[config.mk]
export PLATFORM = sky130hd
export DESIGN_NAME = dgsd_dp
export DESIGN_NICKNAME = d
export VERILOG_FILES = /design/src/hw/rtl/dgsd_pkg.sv /design/src/hw/rtl/dgsd_dp.sv
export SDC_FILE = /design/constraint.sdc
export NUM_CORES = 2
export LEC_CHECK = 0
export ABC_CLOCK_PERIOD_IN_PS = 4500
export BUFFER_PORTS_ARGS = -buffer_cell sky130_fd_sc_hd__buf_4
export CORE_MARGIN = 1.5
export CORE_UTILIZATION = 50
export CTS_CLUSTER_SIZE = 16
export DETAILED_ROUTE_END_ITERATION = 8
export HOLD_SLACK_MARGIN = 0.03
export PLACE_DENSITY = 0.68
export SETUP_SLACK_MARGIN = 0.5
export SKIP_CTS_REPAIR_TIMING = 1
export SKIP_LAST_GASP = 1
export SLEW_MARGIN = 30
export SYNTH_ARGS = -nofsm -noshare
export SYNTH_HDL_FRONTEND = slang
export SYNTH_MEMORY_MAX_BITS = 65536
export SYNTH_SLANG_ARGS = --single-unit
[constraint.sdc]
create_clock -name clk_i -period 4.5 [get_ports clk_i]
set_clock_uncertainty 0.2 [all_clocks]
set_input_delay 0.225 -clock clk_i [delete_from_list [all_inputs] [get_ports clk_i]]
set_output_delay 0.225 -clock clk_i [all_outputs]
set_load 0.01 [all_outputs]
[src/hw/rtl/dgsd_pkg.sv]
// Shared types and constants for the dense graph shortest distance block.
`default_nettype none

package dgsd_pkg;

  localparam int unsigned DIST_W     = 20;
  localparam logic [DIST_W-1:0] DIST_MAX = {DIST_W{1'b1}};
  localparam int unsigned NODE_PORT_W = 4;
  localparam int unsigned TIME_PORT_W = 16;

  localparam logic MODE_LOAD  = 1'b0;
  localparam logic MODE_QUERY = 1'b1;

  // Controller to datapath commands
  typedef struct packed {
    logic clr;       // clear one edge entry
    logic load;      // write one edge entry from the request
    logic start;     // latch query nodes, clear finalized flags
    logic init;      // write one tentative distance
    logic scan;      // issue one read of the minimum scan
    logic commit;    // finalize the picked node
    logic relax;     // issue one edge/distance read for relaxation
    logic fread;     // read the destination distance
    logic res_load;  // capture the result into the output register
  } cmd_t;

  // Datapath to controller status
  typedef struct packed {
    logic clr_last;
    logic cnt_last;
    logic rng_ok;
    logic pick_ok;
    logic round_last;
  } st_t;

endpackage

`default_nettype wire

[src/hw/rtl/dgsd_dp.sv]
// Datapath: edge matrix memory, distance memory, min scan and relaxation.
`default_nettype none

module dgsd_dp #(
  parameter int unsigned NODES     = 16,
  parameter int unsigned TIME_BITS = 16
) (
  input  wire logic                               clk_i,
  input  wire logic                               rst_ni,
  input  dgsd_pkg::cmd_t                          cmd_i,
  output dgsd_pkg::st_t                           st_o,
  input  wire logic [dgsd_pkg::NODE_PORT_W-1:0]   from_node_i,
  input  wire logic [dgsd_pkg::NODE_PORT_W-1:0]   to_node_i,
  input  wire logic [dgsd_pkg::TIME_PORT_W-1:0]   edge_time_i,
  output logic [dgsd_pkg::DIST_W-1:0]             distance_o,
  output logic                                    reachable_o
);
  import dgsd_pkg::*;

  localparam int unsigned CELLS  = NODES * NODES;
  localparam int unsigned IDX_W  = $clog2(NODES);
  localparam int unsigned ADDR_W = $clog2(CELLS);
  localparam int unsigned CMP_W  = 8;
  localparam int unsigned LD_W   = ADDR_W + NODE_PORT_W;
  localparam int unsigned SUM_W  = ((TIME_BITS > DIST_W) ? TIME_BITS : DIST_W) + 1;

  // memories
  logic [TIME_BITS-1:0] edge_mem [CELLS];
  logic [DIST_W-1:0]    dist_mem [NODES];
  logic [TIME_BITS-1:0] edge_rd_q;
  logic [DIST_W-1:0]    dist_rd_q;

  // control registers
  logic [ADDR_W-1:0] clr_q;
  logic [IDX_W-1:0]  cnt_q, cnt_d;
  logic [IDX_W-1:0]  rnd_q;
  logic              s_vld_q, r_vld_q;
  logic              found_q;
  logic [NODES-1:0]  fin_q, fin_d;

  // payload registers
  logic [IDX_W-1:0]  src_q, dst_q, idx_d1_q, pick_q;
  logic              bad_q;
  logic [ADDR_W-1:0] rbase_q, rbase_d1_q, pbase_q;
  logic [DIST_W-1:0] best_q, du_q;
  logic [DIST_W-1:0] res_dist_q;
  logic              res_reach_q;

  logic [CMP_W-1:0]     from_w, to_w;
  logic                 ld_ok;
  logic [LD_W-1:0]      ld_full;
  logic [31:0]          et_w;
  logic                 e_we;
  logic [ADDR_W-1:0]    e_waddr;
  logic [TIME_BITS-1:0] e_wdata;
  logic [ADDR_W-1:0]    e_raddr;
  logic                 d_re, d_we;
  logic [IDX_W-1:0]     d_raddr, d_waddr;
  logic [DIST_W-1:0]    d_wdata;
  logic                 scan_hit;
  logic [SUM_W-1:0]     sum_w;
  logic [DIST_W-1:0]    sum_sat;
  logic                 relax_hit;
  logic                 cnt_last;

  assign from_w  = CMP_W'(from_node_i);
  assign to_w    = CMP_W'(to_node_i);
  assign ld_ok   = (from_w < CMP_W'(NODES)) && (to_w < CMP_W'(NODES));
  assign ld_full = LD_W'(from_node_i) * LD_W'(NODES) + LD_W'(to_node_i);
  assign et_w    = 32'(edge_time_i);
  assign cnt_last = (cnt_q == IDX_W'(NODES - 1));

  // edge matrix: clear pass after reset, single-entry loads, row reads on relax
  assign e_we    = cmd_i.clr || (cmd_i.load && ld_ok);
  assign e_waddr = cmd_i.clr ? clr_q : ld_full[ADDR_W-1:0];
  assign e_wdata = cmd_i.clr ? '0 : et_w[TIME_BITS-1:0];
  assign e_raddr = pbase_q + ADDR_W'(cnt_q);

  always_ff @(posedge clk_i) begin
    if (e_we) edge_mem[e_waddr] <= e_wdata;
    if (cmd_i.relax) edge_rd_q <= edge_mem[e_raddr];
  end

  // relaxation compare on the registered read data
  assign sum_w     = SUM_W'(du_q) + SUM_W'(edge_rd_q);
  assign sum_sat   = (sum_w > SUM_W'(DIST_MAX)) ? DIST_MAX : sum_w[DIST_W-1:0];
  assign relax_hit = r_vld_q && !fin_q[idx_d1_q] && (edge_rd_q != '0) &&
                     (sum_sat < dist_rd_q);

  // minimum scan, ties go to the higher index
  assign scan_hit = s_vld_q && !fin_q[idx_d1_q] && (dist_rd_q <= best_q);

  assign d_re    = cmd_i.scan || cmd_i.relax || cmd_i.fread;
  assign d_raddr = cmd_i.fread ? dst_q : cnt_q;
  assign d_we    = cmd_i.init || relax_hit;
  assign d_waddr = cmd_i.init ? cnt_q : idx_d1_q;
  assign d_wdata = cmd_i.init ? ((cnt_q == src_q) ? '0 : DIST_MAX) : sum_sat;

  always_ff @(posedge clk_i) begin
    if (d_we) dist_mem[d_waddr] <= d_wdata;
    if (d_re) dist_rd_q <= dist_mem[d_raddr];
  end

  always_comb begin
    cnt_d = cnt_q;
    if (cmd_i.start) begin
      cnt_d = '0;
    end else if (cmd_i.init || cmd_i.scan || cmd_i.relax) begin
      cnt_d = cnt_last ? '0 : cnt_q + 1'b1;
    end
  end

  always_comb begin
    fin_d = fin_q;
    if (cmd_i.start) begin
      fin_d = '0;
    end else if (cmd_i.commit) begin
      fin_d[pick_q] = 1'b1;
    end
  end

  always_ff @(posedge clk_i or negedge rst_ni) begin
    if (!rst_ni) begin
      clr_q   <= '0;
      cnt_q   <= '0;
      rnd_q   <= '0;
      s_vld_q <= 1'b0;
      r_vld_q <= 1'b0;
      found_q <= 1'b0;
      fin_q   <= '0;
    end else begin
      if (cmd_i.clr) clr_q <= clr_q + 1'b1;
      cnt_q   <= cnt_d;
      fin_q   <= fin_d;
      s_vld_q <= cmd_i.scan;
      r_vld_q <= cmd_i.relax;
      if (cmd_i.start) begin
        rnd_q <= '0;
      end else if (cmd_i.commit) begin
        rnd_q <= rnd_q + 1'b1;
      end
      if (cmd_i.start || cmd_i.commit) begin
        found_q <= 1'b0;
      end else if (scan_hit) begin
        found_q <= 1'b1;
      end
    end
  end

  always_ff @(posedge clk_i) begin
    if (cmd_i.start) begin
      src_q <= from_w[IDX_W-1:0];
      dst_q <= to_w[IDX_W-1:0];
      bad_q <= !ld_ok;
    end
    if (cmd_i.scan || cmd_i.relax) idx_d1_q <= cnt_q;
    if (cmd_i.scan) rbase_d1_q <= rbase_q;
    if (cmd_i.start || cmd_i.commit) begin
      rbase_q <= '0;
      best_q  <= DIST_MAX;
    end else begin
      if (cmd_i.scan) rbase_q <= rbase_q + ADDR_W'(NODES);
      if (scan_hit) begin
        best_q  <= dist_rd_q;
        pick_q  <= idx_d1_q;
        pbase_q <= rbase_d1_q;
      end
    end
    if (cmd_i.commit) du_q <= best_q;
    if (cmd_i.res_load) begin
      res_dist_q  <= bad_q ? DIST_MAX : dist_rd_q;
      res_reach_q <= !bad_q && (dist_rd_q != DIST_MAX);
    end
  end

  assign st_o.clr_last   = (clr_q == ADDR_W'(CELLS - 1));
  assign st_o.cnt_last   = cnt_last;
  assign st_o.rng_ok     = ld_ok;
  assign st_o.pick_ok    = found_q && (best_q != DIST_MAX);
  assign st_o.round_last = (rnd_q == IDX_W'(NODES - 1));

  assign distance_o  = res_dist_q;
  assign reachable_o = res_reach_q;

endmodule

`default_nettype wire

* Yosys cells after proc, flatten, opt, wreduce, memory -nomap -nowiden
Memory sizes are Yosys's and may differ from the RTL's. A register that Yosys moved wholly into a read port is not among the register bits. Cells that the tools add are included.
Word-level totals: register bits 137, latch bits 0, memory bits (writable) 4416, memory bits (read-only) 0, bits of input ports 35, word-level logic and storage cells 93, memories kept 2
Memories:
- edge_mem | depth 256, bits a word 16, read ports 1, clocked after Yosys merged registers in 1, wr ports 1, line dgsd_dp.sv:28 | logic [TIME_BITS-1:0] edge_mem [CELLS];
- dist_mem | depth 16, bits a word 20, read ports 1, clocked after Yosys merged registers in 1, wr ports 1, line dgsd_dp.sv:29 | logic [DIST_W-1:0] dist_mem [NODES];
Operators by class: add/subtract/negate cells 7, multiply operators 0, divide/modulo/power cells 0, magnitude comparators 8, eq/ne operators 6, shift operators 0, muxes and demuxes 24, bitwise gates (word level) 2, reductions and logical operators 25
Operators with widths (count):
- $mux 20 | 3
- $mux 16 | 3
- $ne 20x20->1 const B | 2
- $mux 4 | 7
- $add 20x16->21 | 1
- $gt 21x20->1 const B | 1
- $le 20x20->1 | 1
- $lt 20x20->1 | 1
- $lt 4x5->1 const B | 4
- $add 8x4->8 | 2
- $or 16x16->16 | 1
- $reduce_bool 16->1 | 1
- $logic_and 1x1->1 | 10
- $add 4x1->4 const B | 2
- $add 8x1->8 const B | 1
- $add 8x5->8 const B | 1
- $eq 4x4->1 const B | 2
- $eq 8x8->1 const B | 1
- $mux 1 | 8
- $mux 8 | 1
- $logic_or 1x1->1 | 7
- $reduce_bool 2->1 | 3
- $bmux 1 s4 | 1
- $demux 1 s4 | 1
- other kinds (5) | 7

* Longest topological paths before layout
word-level depth 9, gate-level depth with buffers 19

* Worst setup path before layout
Ideal clock, no wire load.
path kind input -> register, start input port cmd_i[8] in the netlist's numbering, end memory edge_mem[0][10] (data pin), arrival 6.862 ns, path slack -4.009 ns, cell stages on the path 3, cell sequence clkbuf_1 > clkbuf_1 > nor2b_1
On the way: cells in the longest elaborated chain, start to end 1
Ends and longest elaborated chain:
- from (decl) | line dgsd_dp.sv:10 | input dgsd_pkg::cmd_t cmd_i,
- $mux 16 | line dgsd_dp.sv:76 | assign e_wdata = cmd_i.clr ? '0 : et_w[TIME_BITS-1:0];
- via e_wdata[10] | line dgsd_dp.sv:55 | logic [TIME_BITS-1:0] e_wdata;
- to (decl) | line dgsd_dp.sv:28
The timed path passes the listed nets, and every way through them passes these cells.

* Final worst setup path
start register edge_rd_q[4], read port of edge_mem, end memory dist_mem[15][1], enable pin
On the way: cells in the longest elaborated chain, start to end 8
Ends and longest elaborated chain:
- from (decl) | line dgsd_dp.sv:30 | logic [TIME_BITS-1:0] edge_rd_q;
- $add 20x16->21 | line dgsd_dp.sv:85 | assign sum_w = SUM_W'(du_q) + SUM_W'(edge_rd_q);
- $gt 21x20->1 | line dgsd_dp.sv:86 | assign sum_sat = (sum_w > SUM_W'(DIST_MAX)) ? DIST_MAX : sum_w[DIST_W-1:0];
- $mux 20 | line dgsd_dp.sv:86
- $lt 20x20->1 | line dgsd_dp.sv:88 | (sum_sat < dist_rd_q);
- $logic_and 1x1->1 (*) | line dgsd_dp.sv:87 | assign relax_hit = r_vld_q && !fin_q[idx_d1_q] && (edge_rd_q != '0) &&
- $logic_or 1x1->1 (*) | line dgsd_dp.sv:95 | assign d_we = cmd_i.init || relax_hit;
- $mux 1 (*) | line dgsd_dp.sv:100 | if (d_we) dist_mem[d_waddr] <= d_wdata;
- $mux 1 (not written as such) (*) | line dgsd_dp.sv:100
- to (decl) | line dgsd_dp.sv:29
Mark *: on every way between the ends. The rest lies on a longest branch, timed or not.

==> summary.json <==
{
  "run_status": {
    "outcome": "finished, violations left",
    "failed_checks": "negative setup slack"
  },
  "global_routing": {
    "grt_start_max_net_pins": 208,
    "wire_length_of_the_first_global_routing_pass_um": 620000,
    "met3_usage_pct": 4.54,
    "met2_usage_pct": 37.7,
    "grt_util_all_layers_pct": 24.0,
    "grt_busiest_layer": "met2",
    "grt_antenna_before_repair": 17,
    "global_route.overflow_total": 0,
    "global_route.usage.met1_pct": 34.5,
    "first_global_vias": 85800
  },
  "yosys": {
    "synth_top_family_by_area": "multiplexers",
    "avgSynthCellArea_sq_um": 22.6,
    "synth_compound_gate_area_share_pct": 1.81,
    "ys_ff_latch": 4576,
    "synth_cell_types": 70,
    "synthDominantCellAreaShare_pct": 76.5,
    "synthesis.nets": 7939,
    "netlist.top_cell.by_area": "sky130_fd_sc_hd__edfxtp_1",
    "post_synth_mux_area_share_pct": 17.2,
    "synth-edff-count": 4517,
    "mappedNetlistArea_sq_um": 177000,
    "synthesis.instances": 7844,
    "post_synth_xor_area_fraction_pct": 0.148,
    "synth_simple_gate_area_share_pct": 1.82,
    "top_ff_cell_synth": "sky130_fd_sc_hd__edfxtp_1",
    "synth_area_leaders": "sky130_fd_sc_hd__edfxtp_1 (77%), sky130_fd_sc_hd__mux4_2 (15%), sky130_fd_sc_hd__mux2i_1 (1.8%)",
    "post_synth_fa_ha_maj_area_fraction_pct": 0.428,
    "synth-async-reset-ratio_pct": 0.765,
    "synth.yosys.seq_area_share_pct": 77.3,
    "synth.yosys.warnings": 0
  },
  "setup_path": {
    "crit_start": "edge_rd_q[4]$_DFFE_PP_",
    "endpoint": "dist_mem[15][1]$_DFFE_PP_",
    "cp.arrival_ps": 5580,
    "critical_path_class": "flip-flop to flip-flop",
    "timing.rr.end": "dist_mem[15][1]$_DFFE_PP_",
    "r2r_slack_ps": -570,
    "critPathMaxFanout": 5,
    "cp-end-kind": "flip-flop",
    "timing.reg2reg.worst_path_depth": 20,
    "worst_setup_path_start_kind": "flip-flop",
    "worst-endpoint-required_ps": 5010,
    "r2r_start": "edge_rd_q[4]$_DFFE_PP_"
  },
  "clock_network": {
    "tritoncts": "done",
    "clock_tree.root_cell": "sky130_fd_sc_hd__clkbuf_16",
    "cts.clk_slew.worst_paths_ps": 70,
    "cts.path.max_buffers": 4,
    "htree_num_levels": 5,
    "clock_insertion_delay_worst_skew_ps": 990,
    "cts_made_buffers": 440,
    "clkSinkCount": 4576
  },
  "placement": {
    "numPortBuffers": 59,
    "gp_routability_congestion": 0.882,
    "detailedPlacementHpwl_um": 263000,
    "dpl_cell_area_sq_um": 188000,
    "place.detailed.instances": 12900
  },
  "floorplanning": {
    "floorplan_die_width_um": 598,
    "floorplan.initialDensity_pct": 50.2,
    "floorplan.rows": 218,
    "floorplan.die_area_sq_um": 358000,
    "die_height_um": 598,
    "io_pins": 61,
    "coreArea_sq_um": 353000
  },
  "cells_and_area": {
    "area.growth.synth_to_final_pct": 15.7,
    "drive_above_1_share_pct": 31.1,
    "design_area_sq_um": 205000,
    "final_common_cell": "sky130_fd_sc_hd__edfxtp_1",
    "layout.filler_cells": 24700,
    "post_layout_nonfiller_instances": 13900,
    "nNetsFinal": 8884,
    "final_core_util_pct": 58.2,
    "layout_common_cells": "sky130_fd_sc_hd__edfxtp_1 (4517), sky130_fd_sc_hd__mux4_2 (1205), sky130_fd_sc_hd__buf_4 (686), sky130_fd_sc_hd__clkbuf_16 (456), sky130_fd_sc_hd__mux2i_1 (323)"
  },
  "sta": {
    "hold_ws_ps": 37.1,
    "grt_setup_unrepaired": "true",
    "hold_viol_final": 0,
    "tightest_slew_ps": 1330,
    "layout_setup_ws_ps": -568,
    "finalSetupViolations": 320,
    "highest_clock_rate_mhz": 197,
    "finalSetupTns_ps": -149700,
    "finalCritPeriodShare_pct": 113,
    "timing.final.crit_period_ps": 5070,
    "final-max-slew-violation-count": 0,
    "worst_relative_slew_slack_pct": 11.2
  },
  "routing": {
    "via_count": 86200,
    "detailedRoute.firstPassIterationCount": 6,
    "final_wl_um": 438000,
    "drc": 0,
    "detailedRoute.firstIterationViolations": 11000,
    "avgViaCountPerCell": 6.20,
    "ant_nets": 0,
    "wl_per_cell_um": 31.5
  },
  "pwr": {
    "switching_power_w": 0.0207,
    "power.switching_fraction_pct": 22.5,
    "power_report.internal_total_w": 0.0713,
    "powerDensity_nw_per_um2": 448,
    "p_clk_share_pct": 39.2,
    "sequentialPowerShare_pct": 51.9,
    "combPwrFrac_pct": 8.9,
    "static-leakage-power_nw": 66.0,
    "peakVddDrop_uv": 363
  },
  "min_path": {
    "worst_hold_path_type": "input port to flip-flop",
    "whs_path_cells": 3
  },
  "flow_run": {
    "drv.max_cap_violation_count": 0
  }
}
## routing by layer
layer  share of wire [%]  wire length (um)
met4                 3.5             15400
met2                  47            207000
met5              0.0096                42
met3                 9.9             43300
met1                  39            172000
## worst max-delay path, stage by stage, from the launching register on
cell                        delay, ps
sky130_fd_sc_hd__edfxtp_1         400
sky130_fd_sc_hd__ha_1             230
sky130_fd_sc_hd__buf_4            140
sky130_fd_sc_hd__or3_4            380
sky130_fd_sc_hd__buf_4            140
sky130_fd_sc_hd__o211ai_1         280
sky130_fd_sc_hd__nand3_1          190
sky130_fd_sc_hd__a31o_4           290
sky130_fd_sc_hd__a21oi_2          150
sky130_fd_sc_hd__a31oi_2           60
sky130_fd_sc_hd__ha_1             340
sky130_fd_sc_hd__nand4_1          130
sky130_fd_sc_hd__or2_4            290
sky130_fd_sc_hd__buf_4            150
sky130_fd_sc_hd__o31ai_4          390
sky130_fd_sc_hd__nor3b_2           90
sky130_fd_sc_hd__buf_4            170
sky130_fd_sc_hd__a32oi_4          280
sky130_fd_sc_hd__buf_8            200
sky130_fd_sc_hd__nor2_4            80
sky130_fd_sc_hd__clkbuf_16        230
## kinds of logic (layout without fill, tap and decap cells)
kind of cell	after synthesis	after routing
compound gates	459	459
fa+ha+maj	60	60
buf+inv	474	1773
xor+xnor	30	30
mux	1532	1532
flops	4576	4576
other cells	1	5
simple gates	712	728
## area by class of cell
cell class	count	area (sq um)	area share (%)
Multi-Input combinational cell	2810	38900	19.0
Timing Repair Buffer	903	8960	4.37
Sequential cell	4576	137000	66.8
Tap cell	4730	5920	2.89
Inverter	58	233	0.113
Clock inverter	263	2380	1.16
Clock buffer	549	11700	5.69
Antenna cell	4	10.0	0.00488
## power by group through the flow
stage                     Clock [W]  Sequential, W  Combinational [W]
after floorplan                   0         0.0486            0.00464
after global placement            0         0.0486            0.00762
after detailed placement          0         0.0486            0.00776
after CTS                    0.0366         0.0477            0.00778
after global routing         0.0382         0.0477            0.00854
final                        0.0361         0.0477            0.00814
## registers in the layout (all words and copies together) (netlist names), 4 cells and up
| name | count |
|---|---|
| rbase_d1_q | 4 |
| du_q | 20 |
| pick_q | 4 |
| distance_o | 20 |
| dist_rd_q | 20 |
| src_q | 4 |
| rbase_q | 4 |
| idx_d1_q | 4 |
| edge_mem | 4096 |
| edge_rd_q | 16 |
| dst_q | 4 |
| cnt_q | 4 |
| best_q | 20 |
| pbase_q | 4 |
| clr_q | 8 |
| rnd_q | 4 |
| fin_q | 16 |
| dist_mem | 320 |
## through the flow
stage | setup slack, ps | total power (W)
final | -568 | 0.0920
after global routing | -706 | 0.0944
after CTS | -1530 | 0.0921
after detailed placement | -1530 | 0.0564
after global placement | -1350 | 0.0562
after floorplan | -984 | 0.0532
## Yosys cell counts, types with 55 or more instances
library cell / number
sky130_fd_sc_hd__nand2_1: 153
sky130_fd_sc_hd__mux2i_1: 325
sky130_fd_sc_hd__ha_1: 59
sky130_fd_sc_hd__a22oi_1: 125
sky130_fd_sc_hd__a21oi_1: 60
sky130_fd_sc_hd__clkbuf_1: 157
sky130_fd_sc_hd__buf_4: 88
sky130_fd_sc_hd__nor2_1: 343
sky130_fd_sc_hd__nand4_1: 56
sky130_fd_sc_hd__edfxtp_1: 4517
sky130_fd_sc_hd__inv_1: 55
sky130_fd_sc_hd__mux4_2: 1205
sky130_fd_sc_hd__buf_2: 128
## worst min-delay path by stage
stage               startpoint                    end
floorplan               rst_ni   clr_q[0]$_DFFE_PN0P_
global placement        rst_ni   rnd_q[3]$_DFFE_PN0N_
detailed placement      rst_ni   rnd_q[3]$_DFFE_PN0N_
CTS                     rst_ni   rnd_q[3]$_DFFE_PN0N_
global route          cmd_i[6]   rnd_q[0]$_DFFE_PN0N_
finish                cmd_i[6]  fin_q[12]$_DFFE_PN0N_
(Power assumes the default switching activity.)
