`src/hw/rtl/dgsd_pkg.sv`:
```
// Shared types and constants for the dense graph shortest distance block.
`default_nettype none

package dgsd_pkg;

  localparam int unsigned DIST_W     = 20;
  localparam logic [DIST_W-1:0] DIST_MAX = {DIST_W{1'b1}};
  localparam int unsigned NODE_PORT_W = 4;
  localparam int unsigned TIME_PORT_W = 16;

  localparam logic MODE_LOAD  = 1'b0;
  localparam logic MODE_QUERY = 1'b1;

  // Controller to datapath commands
  typedef struct packed {
    logic clr;       // clear one edge entry
    logic load;      // write one edge entry from the request
    logic start;     // latch query nodes, clear finalized flags
    logic init;      // write one tentative distance
    logic scan;      // issue one read of the minimum scan
    logic commit;    // finalize the picked node
    logic relax;     // issue one edge/distance read for relaxation
    logic fread;     // read the destination distance
    logic res_load;  // capture the result into the output register
  } cmd_t;

  // Datapath to controller status
  typedef struct packed {
    logic clr_last;
    logic cnt_last;
    logic rng_ok;
    logic pick_ok;
    logic round_last;
  } st_t;

endpackage

`default_nettype wire

```
`src/hw/rtl/dgsd_ctrl.sv`:
```
// Sequencing state machine for the shortest distance query.
`default_nettype none

module dgsd_ctrl (
  input  wire logic          clk_i,
  input  wire logic          rst_ni,
  input  wire logic          in_valid_i,
  output logic               in_stall_o,
  input  wire logic          mode_i,
  output logic               out_valid_o,
  input  wire logic          out_stall_i,
  output dgsd_pkg::cmd_t     cmd_o,
  input  dgsd_pkg::st_t      st_i
);
  import dgsd_pkg::*;

  typedef enum logic [10:0] {
    S_CLEAR  = 11'b000_0000_0001,
    S_IDLE   = 11'b000_0000_0010,
    S_INIT   = 11'b000_0000_0100,
    S_SCAN   = 11'b000_0000_1000,
    S_SDRAIN = 11'b000_0001_0000,
    S_COMMIT = 11'b000_0010_0000,
    S_RELAX  = 11'b000_0100_0000,
    S_RDRAIN = 11'b000_1000_0000,
    S_FREAD  = 11'b001_0000_0000,
    S_FWAIT  = 11'b010_0000_0000,
    S_RESULT = 11'b100_0000_0000
  } state_e;

  state_e state_q, state_d;
  logic   out_vld_q, out_vld_d;
  logic   out_free;

  assign out_free    = !out_vld_q || !out_stall_i;
  assign in_stall_o  = (state_q != S_IDLE);
  assign out_valid_o = out_vld_q;

  always_comb begin
    state_d = state_q;
    cmd_o   = '0;
    case (state_q)
      S_CLEAR: begin
        cmd_o.clr = 1'b1;
        if (st_i.clr_last) state_d = S_IDLE;
      end
      S_IDLE: begin
        if (in_valid_i) begin
          if (mode_i == MODE_LOAD) begin
            cmd_o.load = 1'b1;
          end else begin
            cmd_o.start = 1'b1;
            state_d = st_i.rng_ok ? S_INIT : S_RESULT;
          end
        end
      end
      S_INIT: begin
        cmd_o.init = 1'b1;
        if (st_i.cnt_last) state_d = S_SCAN;
      end
      S_SCAN: begin
        cmd_o.scan = 1'b1;
        if (st_i.cnt_last) state_d = S_SDRAIN;
      end
      S_SDRAIN: state_d = S_COMMIT;
      S_COMMIT: begin
        // nothing left to finalize, or only unreachable nodes remain
        if (st_i.pick_ok) begin
          cmd_o.commit = 1'b1;
          state_d = S_RELAX;
        end else begin
          state_d = S_FREAD;
        end
      end
      S_RELAX: begin
        cmd_o.relax = 1'b1;
        if (st_i.cnt_last) state_d = S_RDRAIN;
      end
      S_RDRAIN: state_d = st_i.round_last ? S_FREAD : S_SCAN;
      S_FREAD: begin
        cmd_o.fread = 1'b1;
        state_d = S_FWAIT;
      end
      S_FWAIT: state_d = S_RESULT;
      S_RESULT: begin
        if (out_free) begin
          cmd_o.res_load = 1'b1;
          state_d = S_IDLE;
        end
      end
      default: state_d = S_IDLE;
    endcase
  end

  always_comb begin
    out_vld_d = out_vld_q;
    if (cmd_o.res_load) begin
      out_vld_d = 1'b1;
    end else if (!out_stall_i) begin
      out_vld_d = 1'b0;
    end
  end

  always_ff @(posedge clk_i or negedge rst_ni) begin
    if (!rst_ni) begin
      state_q   <= S_CLEAR;
      out_vld_q <= 1'b0;
    end else begin
      state_q   <= state_d;
      out_vld_q <= out_vld_d;
    end
  end

endmodule

`default_nettype wire

```
`config.mk`:
```
export PLATFORM = sky130hd
export DESIGN_NAME = dgsd_ctrl
export DESIGN_NICKNAME = d
export VERILOG_FILES = /design/src/hw/rtl/dgsd_pkg.sv /design/src/hw/rtl/dgsd_ctrl.sv
export SDC_FILE = /design/constraint.sdc
export NUM_CORES = 1
export LEC_CHECK = 0
export BUFFER_PORTS_ARGS = -buffer_cell sky130_fd_sc_hd__buf_4
export CAP_MARGIN = 20
export CORE_MARGIN = 2
export CORE_UTILIZATION = 53
export CTS_BUF_LIST = sky130_fd_sc_hd__clkbuf_4
export CTS_CLUSTER_DIAMETER = 50
export DETAILED_ROUTE_END_ITERATION = 8
export PLACE_DENSITY = 0.87
export REMOVE_ABC_BUFFERS = 1
export SLEW_MARGIN = 20
export SYNTH_ARGS = -nofsm -noshare
export SYNTH_HDL_FRONTEND = slang
export SYNTH_SLANG_ARGS = --single-unit
```
`constraint.sdc`:
```
create_clock -name clk_i -period 3.2 [get_ports clk_i]
set_input_delay 0.64 -clock clk_i [delete_from_list [all_inputs] [get_ports clk_i]]
set_output_delay 0.64 -clock clk_i [all_outputs]
set_load 0.02 [all_outputs]
```
Word level (Yosys, flattened, before mapping)
Cells that the tools add are included.
{ "word_totals": {"ff_bits": 12, "inputBits": 10, "output_inout_bits": 11, "elab_cells": 52} }
{ "classes": {"eq_ne": 20, "mux": 26, "reduce_logical": 4} }
{ "ops": {"columns": ["op", "n"], "rows": [
  ["$pmux W11 S11", 1],
  ["$mux W11", 8],
  ["$mux W9", 2],
  ["$ne A2 B2 Y1 const B", 7],
  ["$mux W1", 13],
  ["$eq A11 B1 Y1 const B", 1],
  ["$eq A11 B10 Y1 const B", 1],
  ["$eq A11 B11 Y1 const B", 1],
  ["$eq A11 B2 Y1 const B", 1],
  ["$eq A11 B3 Y1 const B", 1],
  ["$eq A11 B4 Y1 const B", 1],
  ["$eq A11 B5 Y1 const B", 1],
  ["$eq A11 B6 Y1 const B", 1],
  ["$eq A11 B7 Y1 const B", 1],
  ["$eq A11 B8 Y1 const B", 1],
  ["$eq A11 B9 Y1 const B", 1],
  ["$ne A11 B2 Y1 const B", 1],
  ["$reduce_and A7 Y1", 1],
  ["$mux W2", 2],
  ["$logic_not A1 Y1", 2],
  ["$ne A2 B1 Y1 const B", 1],
  ["$logic_or A1 B1 Y1", 1]
]} }

Longest topological paths before layout
Gate-level depths: netlist of run 1.
{ "logic_depth": {"word_depth": 5, "mapped_depth": 7, "depth_no_buf": 6} }

Least setup slack after synthesis of run 1
Ideal clock, no wire load.
{ "synth_timing": {"kind": "register -> output", "start": "register state_q[1]", "end": "output cmd_o[3] (netlist bit)", "arrival_time_ns": 1.818, "required_ns": 2.560, "path_slack_ns": 0.742, "stages_incl_launch_ff": 5, "n_path_buf": 0, "cell_sequence": "dfrtp_1 > or4_4 > or4_4 > nor3b_2 > and2_2"} }
{ "synth_rtl": {"columns": ["element", "line", "source"], "rows": [
  ["from (decl)", "dgsd_ctrl.sv:31", "state_e state_q, state_d;"],
  ["from (signal assigned)", "dgsd_ctrl.sv:109", "state_q <= state_d;"],
  ["to (decl)", "dgsd_ctrl.sv:12", "output dgsd_pkg::cmd_t cmd_o,"]
]} }

==> reports/qor.yml, run 1 <==
place:
  place_area_um2: 948
  routabilityCongestion: 0.800
  numPortBuffers: 20
  dp_hpwl_um: 1430
clocking:
  clock_latency_ns: 0.27
  clock-sinks: 12
  cts-resized-gates: 0
  hold_buffers: 0
  cts-root-buf: "clkbuf_4"
  clockBufferDepth: 2
  numCtsBuffers: 3
  cts_setup_buffers: 0
  clkTransAtPathRegs_ns: 0.08
  cts_tree: "done"
  htreeDepth: 1
routing:
  dr.pass1.iters: 4
  num_vias: 752
  drt_iter0_drc: 12
  drc: 0
  ant_nets: 0
  avgViaCountPerCell: 6.02
  wirelength_um: 1820
  post_drt_wl_per_cell_um: 14.6
worst_setup_path:
  arrival_ns: 2.23
  end_kind: "output pin"
  cp-start-kind: "register"
  slowest_stage: "or4_4"
  cpLargestDelayFamily: "simple AND/OR/NAND/NOR gates"
  cp_cell_sequence: "or4_4, or4_4, nor3b_2, and2_2, buf_4"
  path_class: "register to output pin"
  cpPeakStageDelay_ns: 0.56
  cp.required_ns: 2.56
  cpMostUsedCell: "or4_4"
  r2r_setup_slack_ns: 1.08
  crit_path_max_fanout: 6
  worst-path-buf-inv: 1
power_and_ir_drop:
  power.switching_mw: 0.327
  internal-power_mw: 0.421
  pwr-share-comb_pct: 55.0
  p_per_area_nw_per_um2: 764
  p_seq_share_pct: 30.3
  irDropWorstVdd_mv: 0.609
  leakage_nw: 0.495
  switching_share_pct: 43.8
  clockPowerShare_pct: 14.6
layout:
  fin_area_um2: 978
  antennaDiodeCount: 0
  multi_input_area_um2: 444
  layout-drive-gt1-share_pct: 33.6
  seq_area_um2: 302
  fillers: 105
  area_delta_synth_final_pct: 26.1
  final_nets: 121
die:
  top_level_ports: 21
  die_x_um: 42.3
  coreArea_um2: 1330
  initial_core_util_pct: 58.2
  die_h_um: 42.3
  design.die.area_um2: 1790
  num_rows: 13
sta:
  finalSetupViolations: 0
  rsz0062_at_grt: "false"
  hold_viol: 0
  holdWs_ns: 0.189
  setup_tns_ns: 0
  fmax_ghz: 0.348
  period_minus_slack_ns: 2.87
  relSlewSlack_pct: 64.4
  clock_skew_ns: 0.00761
  slew_viol_final: 0
  tightest_slew_ns: 0.529
  finalCritPeriodShare_pct: 89.8
synthesis:
  yosys_warnings: 0
  syn_inst: 86
  ys_ff_latch: 12
  synth.avg_cell_area_um2: 9.02
  synth_cell_types: 35
  seq_area_frac_synth_pct: 38.9
  syn_area_um2: 776
global_route:
  antenna_found_initial: 0
  grt_pass1_wl_um: 3070
  grt_pass1_vias: 702
  gr-total-overflow: 0
  grt_usage_pct: 22.1
  grt_max_degree: 13
run:
  maxCapViolations: 0
hold_path:
  min_path_type: "primary input to asynchronous set/reset pin"
status:
  outcome: "finished, final reports clean"
[path summary, 6_finish.rpt]
kind,startpoint,end,cells past startpoint
worst max-delay path,state_q[1]$_DFFE_PN0P_,cmd_o[3],5
worst min-delay path,rst_ni,state_q[9]$_DFFE_PN0P_,1
max in group asynchronous,rst_ni,state_q[0]$_DFFE_PN1P_,1
min in group clk_i,st_i[4],state_q[0]$_DFFE_PN1P_,2
worst min register to register,out_valid_o$_DFFE_PN0P_,out_valid_o$_DFFE_PN0P_,2
worst max register to register,state_q[0]$_DFFE_PN1P_,state_q[1]$_DFFE_PN0P_,5
[registers in the layout (all words and copies together), names as in the netlist]
register	cells
state_q	11
out_valid_o	1
[cells by family (layout without fill, tap and decap cells)]
group	after synthesis	count (layout)	share of synthesized area, %
simple gates	51	51	42.3
xor+xnor	3	3	3.39
compound gates	11	11	8.87
flops	12	12	38.9
buf+inv	7	31	3.87
mux	2	2	2.74
[metal layers]
metal / up-vias / GRT usage (%) / share of wire [%]
li1: 369 / - / -
met1: 351 / 28.5 / 42
met2: 30 / 37.2 / 51
met3: 2 / 5.17 / 6.6
met4: 0 / 5.00 / 0.55
met5: - / 0 / 0
[power by group through the flow]
stage / clock [mW] / sequential, mW / combinational, mW
floorplan: 0 / 0.226 / 0.276
global placement: 0 / 0.225 / 0.402
detailed placement: 0 / 0.229 / 0.410
CTS: 0.111 / 0.226 / 0.412
global route: 0.118 / 0.236 / 0.444
finish: 0.110 / 0.227 / 0.412
[placed cells by master, fill, tap and decap left out, types with 2 or more instances in the layout]
cell type / instances
o21ai_0: 5
nor2_1: 6
and4b_1: 3
nand3_1: 2
dfrtp_1: 11
nand2_1: 8
buf_4: 22
clkbuf_4: 4
nor4b_1: 2
nor3b_1: 2
inv_1: 5
nand4_1: 4
a21oi_1: 2
nand4b_1: 3
xor2_1: 3
nor3_1: 7
and3_1: 2
or4_4: 2
[Yosys cell counts, drive strengths merged]
cell / number / area [um^2]
a2bb2oi: 1 / 8.76
dfstp: 1 / 26.3
and4b: 3 / 30.0
or3: 1 / 6.26
and3: 2 / 12.5
nand2b: 1 / 6.26
nand3: 2 / 10.0
nor3b: 3 / 27.5
and2: 2 / 13.8
or4: 2 / 22.5
a21oi: 3 / 18.8
o31ai: 1 / 7.51
mux2i: 1 / 10.0
nand4b: 3 / 26.3
mux2: 1 / 11.3
nand3b: 1 / 7.51
clkbuf: 1 / 3.75
nor4: 2 / 18.8
buf: 1 / 7.51
nand2: 8 / 30.0
xor2: 3 / 26.3
nand4: 4 / 25.0
nor4b: 2 / 17.5
nor3: 7 / 35.0
or4b: 1 / 10.0
dfrtp: 11 / 275
inv: 5 / 18.8
nor2: 7 / 28.8
o21ai: 6 / 33.8
[area by class of cell]
| cell class | count | share of cell area [%] |
|---|---|---|
| well taps | 15 | 1.92 |
| repair buffers | 22 | 16.9 |
| flip-flops and latches | 12 | 30.8 |
| multi-input cells | 67 | 45.4 |
| inverters | 5 | 1.92 |
| clock buffers | 4 | 3.07 |
[worst register-to-register path: cells and delay by family, from the launching register on]
kind               cells  cell delay (ns)
DFF                    1             0.57
AOI/OAI and AO/OA      2             0.44
muxes                  1             0.28
and+or+nand+nor        2             0.73
[stage by stage]
stage | total power, mW | setup WS (ns) | instances | utilization (%)
2_1_floorplan | 0.502 | 0.742 | 84 | -
3_3_place_gp | 0.626 | 0.648 | 121 | 71.1
3_5_place_dp | 0.639 | 0.611 | 121 | 71.1
4_1_cts | 0.750 | 0.314 | 125 | 73.4
5_1_grt | 0.798 | 0.241 | 125 | 73.4
6_report | 0.748 | 0.326 | 125 | 73.4
Note: power is estimated with default switching activity, not from simulation.
==> run 2, diff against run 1 <==
CORE_UTILIZATION = 57   (was 53)
PLACE_DENSITY = 0.93   (was 0.87)
SETUP_SLACK_MARGIN = 0.5   (was unset)
==> reports/qor.yml, run 2 (synthesis gave the netlist of run 1 again) <==
status:
  outcome: "finished, final reports clean"
hold_path:
  min_path_type: "primary input to asynchronous set/reset pin"
sta:
  setup_tns_ns: 0  # unchanged
  slew_viol_final: 0  # unchanged
  relSlewSlack_pct: 72.6  # +8.2 points
  rsz0062_at_grt: "true"
  finalCritPeriodShare_pct: 87.3  # -2.5 points
  finalSetupViolations: 0  # unchanged
  fmax_ghz: 0.358  # +2.9%
  hold_viol: 0  # unchanged
  holdWs_ns: 0.180  # -0.00865 ns
  period_minus_slack_ns: 2.79  # -0.0807 ns
  tightest_slew_ns: 0.408  # -0.121 ns
  clock_skew_ns: 0.00164  # -0.00597 ns
routing:
  num_vias: 785  # +4.4%
  drt_iter0_drc: 29  # +17
  ant_nets: 0  # unchanged
  drc: 0  # unchanged
  avgViaCountPerCell: 6.13  # +1.9%
  dr.pass1.iters: 4  # unchanged
  post_drt_wl_per_cell_um: 15.4  # +5.8%
  wirelength_um: 1970  # +8.4%
worst_setup_path:
  cpPeakStageDelay_ns: 0.54  # -0.02 ns
  cp_cell_sequence: "or4_4, or4_4, nor3b_2, and2_4, buf_6"
  cp-start-kind: "register"
  cpMostUsedCell: "or4_4"
  cp.required_ns: 2.56  # about the same
  arrival_ns: 2.15  # -0.08 ns
  worst-path-buf-inv: 1  # unchanged
  cpLargestDelayFamily: "simple AND/OR/NAND/NOR gates"
  crit_path_max_fanout: 2  # -4
  slowest_stage: "or4_4"
  path_class: "register to output pin"
  end_kind: "output pin"
die:
  design.die.area_um2: 1670  # -6.4%
  num_rows: 13  # unchanged
  coreArea_um2: 1280  # -3.7%
  top_level_ports: 21  # unchanged
  initial_core_util_pct: 60.4  # +2.2 points
  die_x_um: 40.9  # -3.2%
  die_h_um: 40.9  # -3.2%
run:
  maxCapViolations: 0  # unchanged
clocking:
  htreeDepth: 1  # unchanged
  clockBufferDepth: 2  # unchanged
  cts_tree: "done"
  numCtsBuffers: 3  # unchanged
  clkTransAtPathRegs_ns: 0.09  # about the same
  clock-sinks: 12  # unchanged
  hold_buffers: 0  # unchanged
  cts-root-buf: "clkbuf_4"
  clock_latency_ns: 0.28  # about the same
power_and_ir_drop:
  p_per_area_nw_per_um2: 767  # +0.33%
  irDropWorstVdd_mv: 0.583  # -4.2%
  leakage_nw: 0.514  # +3.9%
place:
  routabilityCongestion: 0.794  # -0.84%
  dp_hpwl_um: 1410  # -1.8%
  numPortBuffers: 20  # unchanged
global_route:
  gr-total-overflow: 0  # unchanged
  grt_pass1_vias: 686  # -2.3%
  antenna_found_initial: 0  # unchanged
  grt_usage_pct: 29.1  # +7.1 points
  grt_pass1_wl_um: 3150  # +2.5%
  grt_max_degree: 13  # unchanged
layout:
  mostFrequentLayoutCell: "buf_4"
  area_delta_synth_final_pct: 31.3
  layout_common_cells: "buf_4, dfrtp_1, nand2_1, nor3_1, nor2_1"
  final_nets: 124  # +2.5%
  antennaDiodeCount: 0  # unchanged
  largest-register: "state_q"
  largest_reg_flops: 11  # unchanged
  layout-drive-gt1-share_pct: 37.2  # +3.5 points
run 2: worst register-to-register path, stage by stage (launching register included):
cell,delay (ns)
dfrtp_1,0.41
buf_4,0.16
or4b_2,0.70
a2bb2oi_1,0.18
o21ai_2,0.26
nor2_2,0.10
mux2_2,0.28
run 2: layout make-up:
class	instances	area, um^2
clock inverters	1	3.75
clock buffers	3	22.5
well taps	15	18.8
inverters	5	18.8
repair buffers	25	191
flip-flops and latches	12	304
multi-input cells	67	459
fillers	74	267
run 2: worst paths after layout:
kind	start	slack (ns)	end	cells past startpoint
min in group clk_i	st_i[4]	0.48	state_q[0]$_DFFE_PN1P_	2
worst min-delay path	rst_ni	0.18	state_q[9]$_DFFE_PN0P_	1
max in group asynchronous	rst_ni	2.79	state_q[0]$_DFFE_PN1P_	1
worst max-delay path	state_q[2]$_DFFE_PN0P_	0.41	cmd_o[3]	5
worst max register to register	state_q[1]$_DFFE_PN0P_	1.02	state_q[1]$_DFFE_PN0P_	6
worst min register to register	out_valid_o$_DFFE_PN0P_	0.53	out_valid_o$_DFFE_PN0P_	2
run 2: through the flow:
stage | power [mW] | cells | cell area [um^2] | utilization, % | setup WS (ns)
3_5_place_dp | 0.633 | 121 | 948 | 73.8 | 0.624
6_report | 0.781 | 128 | 1020 | 79.3 | 0.406
4_1_cts | 0.761 | 128 | 1000 | 78.2 | 0.426
2_1_floorplan | 0.502 | 84 | 764 | - | 0.742
3_3_place_gp | 0.623 | 121 | 948 | 73.8 | 0.649
5_1_grt | 0.840 | 128 | 1020 | 79.3 | 0.363
run 2: power by group:
group | leakage (nW) | total, mW | switching [mW] | internal [mW]
clock network | 0.0154 | 0.104 | 0.0583 | 0.0452
logic | 0.343 | 0.454 | 0.247 | 0.207
registers | 0.156 | 0.223 | 0.0407 | 0.183
run 2: repair_timing:
item,in CTS,in global routing
buffers inserted,3,0
gates resized for setup,4,2
pin swaps,4,2
setup endpoints to repair,1,5
run 2: routing by layer:
layer / share of wire [%] / vias up / global-route usage (%)
met2: 50 / 40 / 51.2
li1: - / 376 / -
met1: 42 / 360 / 34.9
met5: 0 / - / 0
met3: 5.8 / 9 / 7.07
met4: 1.9 / 0 / 7.50
==> run 3, diff against run 2 <==
BUFFER_PORTS_ARGS = unset   (was -buffer_cell sky130_fd_sc_hd__buf_4)
CORE_AREA = 2 2 39 41   (was unset)
CORE_MARGIN = unset   (was 2)
CORE_UTILIZATION = unset   (was 57)
DIE_AREA = 0 0 41 43   (was unset)
DONT_BUFFER_PORTS = 1   (was unset)
PLACE_DENSITY = 0.81   (was 0.93)
==> reports/qor.yml, run 3 (synthesis gave the netlist of run 1 again) <==
die:
  die_x_um: 41  # +0.27%
  top_level_ports: 21  # unchanged
  coreArea_um2: 1380  # +7.7%
  num_rows: 14  # +1
  die_h_um: 43  # +5.2%
  initial_core_util_pct: 56.1  # -4.3 points
  design.die.area_um2: 1760  # +5.4%
worst_setup_path:
  arrival_ns: 2.11  # -0.04 ns
  cpMostUsedCell: "or4_4"
  cpPeakStageDelay_ns: 0.55  # about the same
  worst-path-buf-inv: 0  # -1
  cp.required_ns: 2.56  # about the same
  crit_path_max_fanout: 3  # +1
  end_kind: "output pin"
  startpoint: "state_q[1]$_DFFE_PN0P_"
  path_class: "register to output pin"
  cp_cell_sequence: "or4_4, or4_4, nor3b_4, and2_4"
  slowest_stage: "or4_4"
  r2r_start: "state_q[1]$_DFFE_PN0P_"
  r2r_setup_slack_ns: 0.99  # -0.03 ns
  cpLargestDelayFamily: "simple AND/OR/NAND/NOR gates"
  cp-start-kind: "register"
layout:
  fillers: 116  # +57%
  area_delta_synth_final_pct: 15.6
  seq_area_um2: 304  # unchanged
  largest_reg_flops: 11  # unchanged
  multi_input_area_um2: 479  # +4.4%
  layout-drive-gt1-share_pct: 28.7  # -8.4 points
  layout_common_cells: "dfrtp_1, nand2_1, nor3_1, nor2_1, buf_4"
  antennaDiodeCount: 0  # unchanged
  largest-register: "state_q"
  final_nets: 105  # -15%
  mostFrequentLayoutCell: "dfrtp_1"
sta:
  finalSetupViolations: 0  # unchanged
  period_minus_slack_ns: 2.75  # -0.0403 ns
  hold_viol: 0  # unchanged
  slew_viol_final: 0  # unchanged
  rsz0062_at_grt: "true"
  holdWs_ns: 0.0388  # -0.141 ns
  setup_tns_ns: 0  # unchanged
  tightest_slew_ns: 0.541  # +0.133 ns
  finalCritPeriodShare_pct: 86.0  # -1.3 points
  clock_skew_ns: 0.00753  # +0.00589 ns
  fmax_ghz: 0.363  # +1.5%
  relSlewSlack_pct: 63.6  # -9.0 points
place:
  dp_hpwl_um: 1390  # -1.5%
  routabilityCongestion: 0.822  # +3.5%
  numPortBuffers: 0  # -100%
global_route:
  grt_usage_pct: 24.0  # -5.1 points
  grt_max_degree: 13  # unchanged
  antenna_found_initial: 0  # unchanged
  gr-total-overflow: 0  # unchanged
  grt_pass1_wl_um: 2830  # -10%
  grt_pass1_vias: 668  # -2.6%
clocking:
  cts-root-buf: "clkbuf_4"
  htreeDepth: 1  # unchanged
  clockBufferDepth: 2  # unchanged
  clock_latency_ns: 0.28  # about the same
  clkTransAtPathRegs_ns: 0.08  # about the same
  hold_buffers: 0  # unchanged
  clock-sinks: 12  # unchanged
  cts_tree: "done"
  numCtsBuffers: 3  # unchanged
power_and_ir_drop:
  clockPowerShare_pct: 15.1  # +1.8 points
  leakage_nw: 0.415  # -19%
  p_seq_share_pct: 31.8  # +3.2 points
  switching_share_pct: 45.7  # +1.4 points
  internal-power_mw: 0.400  # -8.1%
  p_per_area_nw_per_um2: 820  # +7.0%
  pwr-share-comb_pct: 53.1  # -5.0 points
  irDropWorstVdd_mv: 0.398  # -32%
  power.switching_mw: 0.336  # -2.9%
routing:
  dr.pass1.iters: 4  # unchanged
  drc: 0  # unchanged
  wirelength_um: 1960  # -0.46%
  drt_iter0_drc: 12  # -59%
  num_vias: 718  # -8.5%
  ant_nets: 0  # unchanged
  avgViaCountPerCell: 6.53  # +6.4%
  post_drt_wl_per_cell_um: 17.8  # +16%
hold_path:
  min_path_type: "primary input to asynchronous set/reset pin"
status:
  outcome: "finished, final reports clean"
run:
  maxCapViolations: 0  # unchanged
-- run 3: final cells by class --
cell class                      count  area share (%)
Sequential cell                    12            33.9
Clock buffer                        4            3.35
Timing Repair Buffer                6            5.02
Tap cell                           16            2.23
Inverter                            5            2.09
Multi-Input combinational cell     67            53.4
-- run 3: power groups by stage --
stage	logic (mW)	clock network, mW	registers, mW
after floorplan	0.276	0	0.226
after global placement	0.327	0	0.233
after detailed placement	0.337	0	0.238
after CTS	0.356	0.113	0.232
after global routing	0.418	0.120	0.239
final	0.391	0.111	0.234
-- run 3: path summary, 6_finish.rpt --
path | cells past startpoint | to
min in group clk_i | 1 | state_q[0]$_DFFE_PN1P_
setup reg to reg | 6 | state_q[1]$_DFFE_PN0P_
max in group asynchronous | 0 | state_q[0]$_DFFE_PN1P_
hold / removal | 0 | state_q[5]$_DFFE_PN0P_
setup / recovery | 4 | cmd_o[3]
hold reg to reg | 1 | state_q[5]$_DFFE_PN0P_
-- run 3: what timing repair did --
item / CTS / global route
endpoints found under the setup margin: 6 / 3
resized for setup: 4 / 5
cloned: 0 / 0
buffers inserted: 1 / 3
pin swaps: 1 / 3
-- run 3: metal layers --
layer  global-route usage [%]  routed length [um]  vias up
li1                         -                   -      335
met1                     24.2                 743      347
met2                     41.6                1010       29
met3                     5.24                 140        7
met4                     14.0                  66        0
met5                        0                   0        -
-- run 3: worst reg2reg max path: cells and delay by family (launching register included) --
family	cells	cell delay (ns)
flops	1	0.39
buf+inv	1	0.16
compound gates	2	0.45
simple gates	2	0.82
mux	1	0.28
-- run 3: per-stage QoR --
step / total power, mW / util [%] / setup slack, ns / std cells / area (um^2)
after detailed placement: 0.575 / 57.8 / 0.669 / 102 / 800
after global placement: 0.560 / 57.8 / 0.708 / 102 / 800
final: 0.736 / 64.8 / 0.447 / 110 / 897
after global routing: 0.777 / 64.8 / 0.404 / 110 / 897
after CTS: 0.700 / 61.3 / 0.402 / 107 / 848
after floorplan: 0.502 / - / 0.742 / 84 / 764
